File: config.mk
export PLATFORM = sky130hd
export DESIGN_NAME = radix_digit_converter_unit
export DESIGN_NICKNAME = d
export VERILOG_FILES = /design/src/design/rdc_pkg.sv /design/src/design/rdc_divider.sv /design/src/design/rdc_digit_stack.sv /design/src/design/radix_digit_converter_unit.sv
export SDC_FILE = /design/constraint.sdc
export NUM_CORES = 2
export LEC_CHECK = 0
export ABC_CLOCK_PERIOD_IN_PS = 14040
export BUFFER_PORTS_ARGS = -buffer_cell sky130_fd_sc_hd__buf_2
export CORE_UTILIZATION = 30
export CTS_BUF_LIST = sky130_fd_sc_hd__clkbuf_8
export DETAILED_ROUTE_END_ITERATION = 6
export PLACE_DENSITY = 0.53
export SYNTH_ARGS = -nofsm -noshare
export SYNTH_HDL_FRONTEND = slang
export SYNTH_SLANG_ARGS = --single-unit
File: constraint.sdc
create_clock -name clk -period 14.04 [get_ports clk]
set_clock_uncertainty 0.05 [all_clocks]
set_input_delay 1.404 -clock clk [delete_from_list [all_inputs] [get_ports clk]]
set_output_delay 1.404 -clock clk [all_outputs]
set_load 0.01 [all_outputs]
File: src/design/rdc_pkg.sv
// ----------------------------------------------------------------------------
// Radix digit converter package
// Shared widths, control structs, state encoding and the reciprocal table
// used by the divide-by-radix unit.
// ----------------------------------------------------------------------------
package rdc_pkg;

  localparam int DIGIT_DEPTH = 16;
  localparam int VALUE_BITS  = 31;

  localparam int DIGIT_W = 4;
  localparam int RADIX_W = 4;
  localparam int REM_W   = 5;
  localparam int CNT_W   = $clog2(DIGIT_DEPTH + 1);
  localparam int PTR_W   = (DIGIT_DEPTH > 1) ? $clog2(DIGIT_DEPTH) : 1;
  localparam int RECIP_W = VALUE_BITS + 1;
  localparam int PROD_W  = VALUE_BITS + RECIP_W;

  localparam logic [RADIX_W-1:0] RADIX_MIN   = 4'd2;
  localparam logic [RADIX_W-1:0] RADIX_MAX   = 4'd9;
  localparam logic [RADIX_W-1:0] RADIX_RESET = 4'd2;

  localparam logic [RECIP_W:0] ONE_K = {1'b1, {RECIP_W{1'b0}}};
  localparam logic [RECIP_W-1:0] RECIP_2 = RECIP_W'(ONE_K / 2);
  localparam logic [RECIP_W-1:0] RECIP_3 = RECIP_W'(ONE_K / 3);
  localparam logic [RECIP_W-1:0] RECIP_4 = RECIP_W'(ONE_K / 4);
  localparam logic [RECIP_W-1:0] RECIP_5 = RECIP_W'(ONE_K / 5);
  localparam logic [RECIP_W-1:0] RECIP_6 = RECIP_W'(ONE_K / 6);
  localparam logic [RECIP_W-1:0] RECIP_7 = RECIP_W'(ONE_K / 7);
  localparam logic [RECIP_W-1:0] RECIP_8 = RECIP_W'(ONE_K / 8);
  localparam logic [RECIP_W-1:0] RECIP_9 = RECIP_W'(ONE_K / 9);

  typedef enum logic [1:0] {
    ST_IDLE,
    ST_DIVIDE,
    ST_EMIT
  } state_t;

  typedef struct packed {
    logic                  done;
    logic [VALUE_BITS-1:0] quotient;
    logic [DIGIT_W-1:0]    digit;
  } div_res_t;

  typedef struct packed {
    logic               push;
    logic [PTR_W-1:0]   push_addr;
    logic [DIGIT_W-1:0] push_data;
    logic               pop;
    logic [PTR_W-1:0]   pop_addr;
  } stk_ctrl_t;

  function automatic logic [RECIP_W-1:0] recip(input logic [RADIX_W-1:0] r);
    logic [RECIP_W-1:0] m;
    unique case (r)
      4'd3:    m = RECIP_3;
      4'd4:    m = RECIP_4;
      4'd5:    m = RECIP_5;
      4'd6:    m = RECIP_6;
      4'd7:    m = RECIP_7;
      4'd8:    m = RECIP_8;
      4'd9:    m = RECIP_9;
      default: m = RECIP_2;
    endcase
    return m;
  endfunction

endpackage

File: src/design/rdc_divider.sv
// ----------------------------------------------------------------------------
// Divide-by-radix unit
// Registered divider: a reciprocal multiply estimates the quotient, then one
// multiply-back, subtract and compare corrects it and yields the remainder.
// ----------------------------------------------------------------------------
module rdc_divider (
  input  logic                          clk,
  input  logic                          rst,
  input  logic                          go,
  input  logic [rdc_pkg::VALUE_BITS-1:0] dividend,
  input  logic [rdc_pkg::RADIX_W-1:0]    radix,
  output rdc_pkg::div_res_t             res
);
  import rdc_pkg::*;

  logic                  stage;
  logic                  done_q;
  logic [PROD_W-1:0]     prod;
  logic [VALUE_BITS-1:0] dvd;
  logic [RADIX_W-1:0]    radix_q;
  logic [VALUE_BITS-1:0] quotient_q;
  logic [DIGIT_W-1:0]    digit_q;

  logic [VALUE_BITS-1:0] q_est;
  logic [VALUE_BITS-1:0] q_times_r;
  logic [VALUE_BITS-1:0] diff;
  logic [REM_W-1:0]      rem_raw;
  logic [REM_W-1:0]      rem_fix;
  logic [VALUE_BITS-1:0] q_fix;
  logic                  fix;

  always_ff @(posedge clk) begin
    if (rst) begin
      stage  <= 1'b0;
      done_q <= 1'b0;
    end else begin
      stage  <= go;
      done_q <= stage;
    end
  end

  always_ff @(posedge clk) begin
    if (go) begin
      prod    <= PROD_W'(dividend) * PROD_W'(recip(radix));
      dvd     <= dividend;
      radix_q <= radix;
    end
  end

  always_ff @(posedge clk) begin
    if (stage) begin
      quotient_q <= q_fix;
      digit_q    <= rem_fix[DIGIT_W-1:0];
    end
  end

  always_comb begin
    q_est     = prod[PROD_W-1:RECIP_W];
    q_times_r = VALUE_BITS'(q_est * VALUE_BITS'(radix_q));
    diff      = dvd - q_times_r;
    rem_raw   = diff[REM_W-1:0];
    fix       = rem_raw >= REM_W'(radix_q);
    rem_fix   = fix ? (rem_raw - REM_W'(radix_q)) : rem_raw;
    q_fix     = fix ? (q_est + VALUE_BITS'(1)) : q_est;
    res.done     = done_q;
    res.quotient = quotient_q;
    res.digit    = digit_q;
  end

endmodule

File: src/design/rdc_digit_stack.sv
// ----------------------------------------------------------------------------
// Digit stack
// Small digit memory with one write port and one registered read port.
// ----------------------------------------------------------------------------
module rdc_digit_stack (
  input  logic                        clk,
  input  rdc_pkg::stk_ctrl_t          ctrl,
  output logic [rdc_pkg::DIGIT_W-1:0] rd_data
);
  import rdc_pkg::*;

  logic [DIGIT_W-1:0] mem [DIGIT_DEPTH];

  always_ff @(posedge clk) begin
    if (ctrl.push) begin
      mem[ctrl.push_addr] <= ctrl.push_data;
    end
  end

  always_ff @(posedge clk) begin
    if (ctrl.pop) begin
      rd_data <= mem[ctrl.pop_addr];
    end
  end

endmodule

File: src/design/radix_digit_converter_unit.sv
// ----------------------------------------------------------------------------
// Radix digit converter
// Converts one value per transfer to radix 2 to 9 digits by repeated division
// and emits them most significant first, one strobed digit per cycle.
// ----------------------------------------------------------------------------
// With n kept digits (1 to 16), an item holds busy while the shared
// divide-by-radix unit yields each digit in turn, then for one stack read per
// digit. Digits are strobed from the registered stack read port, and they
// follow in consecutive cycles; the receiver cannot stall them.
// Synchronous reset returns the sequencer to idle and sets the radix to two.
// ----------------------------------------------------------------------------
module radix_digit_converter_unit (
  input  logic                          clk,
  input  logic                          rst,
  input  logic                          start,
  output logic                          busy,
  input  logic [rdc_pkg::VALUE_BITS-1:0] value,
  input  logic                          radix_we,
  input  logic [rdc_pkg::RADIX_W-1:0]    radix_data,
  output logic                          strobe,
  output logic [rdc_pkg::DIGIT_W-1:0]    digit,
  output logic                          last_digit,
  output logic                          overflow
);
  import rdc_pkg::*;

  state_t state, state_next;

  logic [RADIX_W-1:0] radix;
  logic [RADIX_W-1:0] radix_eff;
  logic [CNT_W-1:0]   cnt, cnt_next;
  logic [CNT_W-1:0]   cnt_plus;
  logic [CNT_W-1:0]   cnt_minus;
  logic               dropped, dropped_next;
  logic               last_q;
  logic               overflow_q;

  logic                  div_go;
  logic [VALUE_BITS-1:0] dividend;
  div_res_t              div_res;
  stk_ctrl_t             stk;

  assign radix_eff = (radix < RADIX_MIN) ? RADIX_MIN :
                     (radix > RADIX_MAX) ? RADIX_MAX : radix;
  assign cnt_plus  = cnt + CNT_W'(1);
  assign cnt_minus = cnt - CNT_W'(1);

  rdc_divider u_div (
    .clk      (clk),
    .rst      (rst),
    .go       (div_go),
    .dividend (dividend),
    .radix    (radix_eff),
    .res      (div_res)
  );

  rdc_digit_stack u_stack (
    .clk     (clk),
    .ctrl    (stk),
    .rd_data (digit)
  );

  always_ff @(posedge clk) begin
    if (rst) begin
      radix <= RADIX_RESET;
    end else if (radix_we) begin
      radix <= radix_data;
    end
  end

  always_ff @(posedge clk) begin
    if (rst) begin
      state   <= ST_IDLE;
      cnt     <= '0;
      dropped <= 1'b0;
      strobe  <= 1'b0;
    end else begin
      state   <= state_next;
      cnt     <= cnt_next;
      dropped <= dropped_next;
      strobe  <= stk.pop;
    end
  end

  always_ff @(posedge clk) begin
    if (stk.pop) begin
      last_q     <= (cnt == CNT_W'(1));
      overflow_q <= dropped;
    end
  end

  assign last_digit = last_q;
  assign overflow   = overflow_q;
  assign busy       = (state != ST_IDLE);

  always_comb begin
    state_next   = state;
    cnt_next     = cnt;
    dropped_next = dropped;
    unique case (state)
      ST_IDLE: begin
        if (start) begin
          state_next   = ST_DIVIDE;
          cnt_next     = '0;
          dropped_next = 1'b0;
        end
      end
      ST_DIVIDE: begin
        if (div_res.done) begin
          cnt_next = cnt_plus;
          if (div_res.quotient == '0) begin
            state_next = ST_EMIT;
          end else if (cnt_plus == CNT_W'(DIGIT_DEPTH)) begin
            state_next   = ST_EMIT;
            dropped_next = 1'b1;
          end
        end
      end
      ST_EMIT: begin
        cnt_next = cnt_minus;
        if (cnt == CNT_W'(1)) begin
          state_next = ST_IDLE;
        end
      end
      default: begin
        state_next = ST_IDLE;
      end
    endcase
  end

  always_comb begin
    div_go        = 1'b0;
    dividend      = div_res.quotient;
    stk.push      = 1'b0;
    stk.push_addr = cnt[PTR_W-1:0];
    stk.push_data = div_res.digit;
    stk.pop       = 1'b0;
    stk.pop_addr  = cnt_minus[PTR_W-1:0];
    unique case (state)
      ST_IDLE: begin
        dividend = value;
        div_go   = start;
      end
      ST_DIVIDE: begin
        stk.push = div_res.done;
        div_go   = div_res.done && (div_res.quotient != '0) &&
                   (cnt_plus != CNT_W'(DIGIT_DEPTH));
      end
      ST_EMIT: begin
        stk.pop = 1'b1;
      end
      default: begin
        div_go = 1'b0;
      end
    endcase
  end

  a_last_ends_run: assert property (@(posedge clk) disable iff (rst)
    strobe && last_digit |=> !strobe)
    else $error("digit strobed right after the final digit of a run");

  a_run_contiguous: assert property (@(posedge clk) disable iff (rst)
    strobe && !last_digit |=> strobe)
    else $error("gap inside a digit run");

  a_cnt_bound: assert property (@(posedge clk) disable iff (rst)
    cnt <= CNT_W'(DIGIT_DEPTH))
    else $error("stack count beyond depth");

  a_done_in_divide: assert property (@(posedge clk) disable iff (rst)
    div_res.done |-> state == ST_DIVIDE)
    else $error("divider result outside the divide phase");

  a_start_busy: assert property (@(posedge clk) disable iff (rst)
    start && !busy |=> busy)
    else $error("accepted item did not raise busy");

endmodule
==> results.py <==
metrics = {
    "setup_path": {
        "cp.required_ns": 14.30,
        "cp.buffers_inverters": 8,
        "worst-r2r-setup-slack_ns": 2.45,
        "start_kind": "register",
        "slowest_delay_ns": 1.00,
        "path_max_fanout": 21,
        "critPathKind": "reg -> reg",
        "cp_slowest_cell": "a311oi_1",
        "crit_family": "adder cells",
        "arrival_ns": 11.85,
        "end_kind": "register",
        "crit_path_frequent_cell": "fa_1",
    },
    "sta": {
        "setup_viol": 0,
        "rsz0062_at_grt": "no",
        "fin_crit_sh_pct": 82.5,
        "hold_violations": 0,
        "setup_tns_ns": 0,
        "clock.fmax_mhz": 86.3,
        "drv_slew": 10,
        "period_needed_ns": 11.59,
        "tightest_slew_ns": 1.57,
        "max_slew_margin_pct": -5.32,
    },
    "clock_network": {
        "htreeDepth": 4,
        "numCtsBuffers": 17,
        "clk_pin_slew_worst_paths_ns": 0.11,
        "root_buffer": "clkbuf_8",
        "cts_sinks": 160,
        "clock_latency_ns": 0.56,
        "post_cts_buffers": 0,
        "cts_hold_buffers": 0,
        "cts_tree": "built",
        "cts_buffer_depth": 2,
        "cts_resized": 0,
    },
    "outcome": {
        "violations": "max-capacitance violations, max-slew violations",
        "status": "complete, but fails checks",
    },
    "placed_design": {
        "dp_hpwl_mm": 91.5,
        "io_buffers": 46,
        "place_congestion": 0.965,
    },
    "die": {
        "dieArea_um2": 102000,
        "initial_utilization_pct": 30.3,
        "die_h_um": 320,
        "die_w_um": 320,
        "io_pins": 47,
        "num_rows": 116,
        "coreArea_um2": 100000,
    },
    "synthesis": {
        "yosys_warnings": 0,
        "synth_xor_area_share_pct": 3.91,
        "synth-simple-area-share_pct": 10.9,
        "synth_cell_type_count": 62,
        "netlist_top_cells_area": "fa_1, edfxtp_1, ha_1, inv_1, nand2_1",
        "synth_area_um2": 30300,
        "synth.most_common_cell": "inv_1",
        "synth-edff-count": 145,
        "synth_ff_type": "edfxtp_1",
        "synth-adder-area-share_pct": 51.0,
        "synth_seq_cells": 160,
        "synthArstFlopShare_pct": 0,
        "synth_cells": 3079,
        "synth_largest_area_cell": "fa_1",
        "ys_top_cells_by_count": "inv_1, fa_1, ha_1, nand2_1, nor2_1",
        "synth_top_area_share_pct": 37.6,
        "synth-compound-area-share_pct": 5.11,
        "muxShareOfSynthArea_pct": 3.62,
        "synth-seq-area-share_pct": 15.4,
        "syn_area_per_cell_um2": 9.83,
        "synth_top_family_by_area": "adder cells",
        "syn-num-nets": 4007,
    },
    "grt": {
        "grt_pass1_vias": 23200,
        "grt_pass1_wl_mm": 160,
        "grt.overflow.total": 0,
        "antenna_found_initial": 2,
        "grt_max_degree": 41,
        "grt_use_total_pct": 21.8,
    },
    "final_layout": {
        "nets": 4039,
        "drive_gt1_share_pct": 6.27,
        "areaGrowthSynthToFinish_pct": 7.80,
    },
    "routing": {
        "ant_nets": 0,
        "routed_via_density": 4.99,
        "drt_first_pass_iters": 7,
        "drcViolationCount": 0,
        "drtIter0Drc": 2159,
        "vias": 22100,
        "wl_mm": 108,
        "post_drt_wl_per_cell_um": 24.5,
    },
    "job": {
        "drv_cap": 1,
    },
    "hold_path": {
        "hp-class": "reg -> reg",
    },
}
==> path summary, 6_finish.rpt <==
kind                            startpoint             end  depth (start not counted)
worst min-delay path               dropped        overflow                          0
worst max register to register    radix[3]  u_div.prod[60]                         32
worst min register to register     dropped        overflow                          0
worst max-delay path              radix[3]  u_div.prod[60]                         32
==> cell type report <==
class | count | area (um2)
clock inverter | 15 | 170
timing repair buffer | 98 | 621
sequential | 160 | 4660
inverter | 728 | 2730
tap | 1298 | 1620
multi-input combinational | 2106 | 22600
clock buffer | 17 | 234
antenna | 2 | 5.00
fill | 10400 | 67400
==> layout by cell type, fill, tap and decap left out, drive strengths merged, types with 5 or more instances in the layout <==
cell	n
o21bai	9
mux2i	34
dfxtp	15
ha	320
edfxtp	145
a21o	72
a21oi	68
a211oi	7
nor2	280
nor4	8
a31oi	11
and3	22
nor3b	7
nor3	23
o21a	5
nand3	31
nor2b	14
nand4	19
or2	7
xor2	47
fa	569
nand2b	13
and2	27
buf	98
clkinv	5
mux2	27
mux4	20
inv	735
or3	10
clkbuf	17
o21ai	36
nand2	289
xnor2	88
==> per-stage QoR <==
stage	hold WS (ns)	util (%)	area (um2)	worst slack [ns]	cells
after CTS	0.413	32.6	32600	2.52	4422
after floorplan	0.359	-	30300	4.69	3079
final	0.409	32.6	32600	2.45	4424
after global placement	0.394	32.2	32200	2.65	4390
after global routing	0.444	32.6	32600	2.06	4422
after detailed placement	0.395	32.2	32200	2.53	4390
==> cell families (layout without fill, tap and decap cells) <==
group | Yosys count | in the layout
AO/OA/AOI/OAI | 238 | 238
XOR/XNOR | 135 | 135
adder cells (fa/ha/maj) | 893 | 893
buffers and inverters | 813 | 858
flip-flops | 160 | 160
multiplexers | 81 | 81
other | 0 | 2
AND/OR/NAND/NOR | 759 | 759
==> sequential cells by signal, indices dropped and copies added, names as in the netlist, 2 cells and up <==
register          count
cnt                   5
radix                 4
state                 2
u_div.digit_q         4
u_div.dvd             5
u_div.prod           31
u_div.quotient_q     31
u_div.radix_q         4
u_stack.mem          64
u_stack.rd_data       4
==> worst register-to-register path, delay by kind of cell (launching register included) <==
kind / cells / cell delay (ns)
AO/OA/AOI/OAI: 8 / 2.65
adder cells (fa/ha/maj): 9 / 4.40
buffers and inverters: 8 / 1.05
flip-flops: 1 / 0.75
AND/OR/NAND/NOR: 6 / 2.29
XOR/XNOR: 1 / 0.15
==> layer usage <==
| metal | GRT usage [%] | up-vias | wire, um |
|---|---|---|---|
| met5 | 0 | - | 13 |
| met4 | 8.14 | 2 | 4470 |
| met3 | 4.88 | 183 | 10000 |
| met2 | 33.6 | 996 | 48100 |
| met1 | 29.7 | 11300 | 45600 |
| li1 | - | 9589 | - |
Power is not shown: default switching activity piles up to over one toggle a cycle in this logic, so the estimate is an artifact.
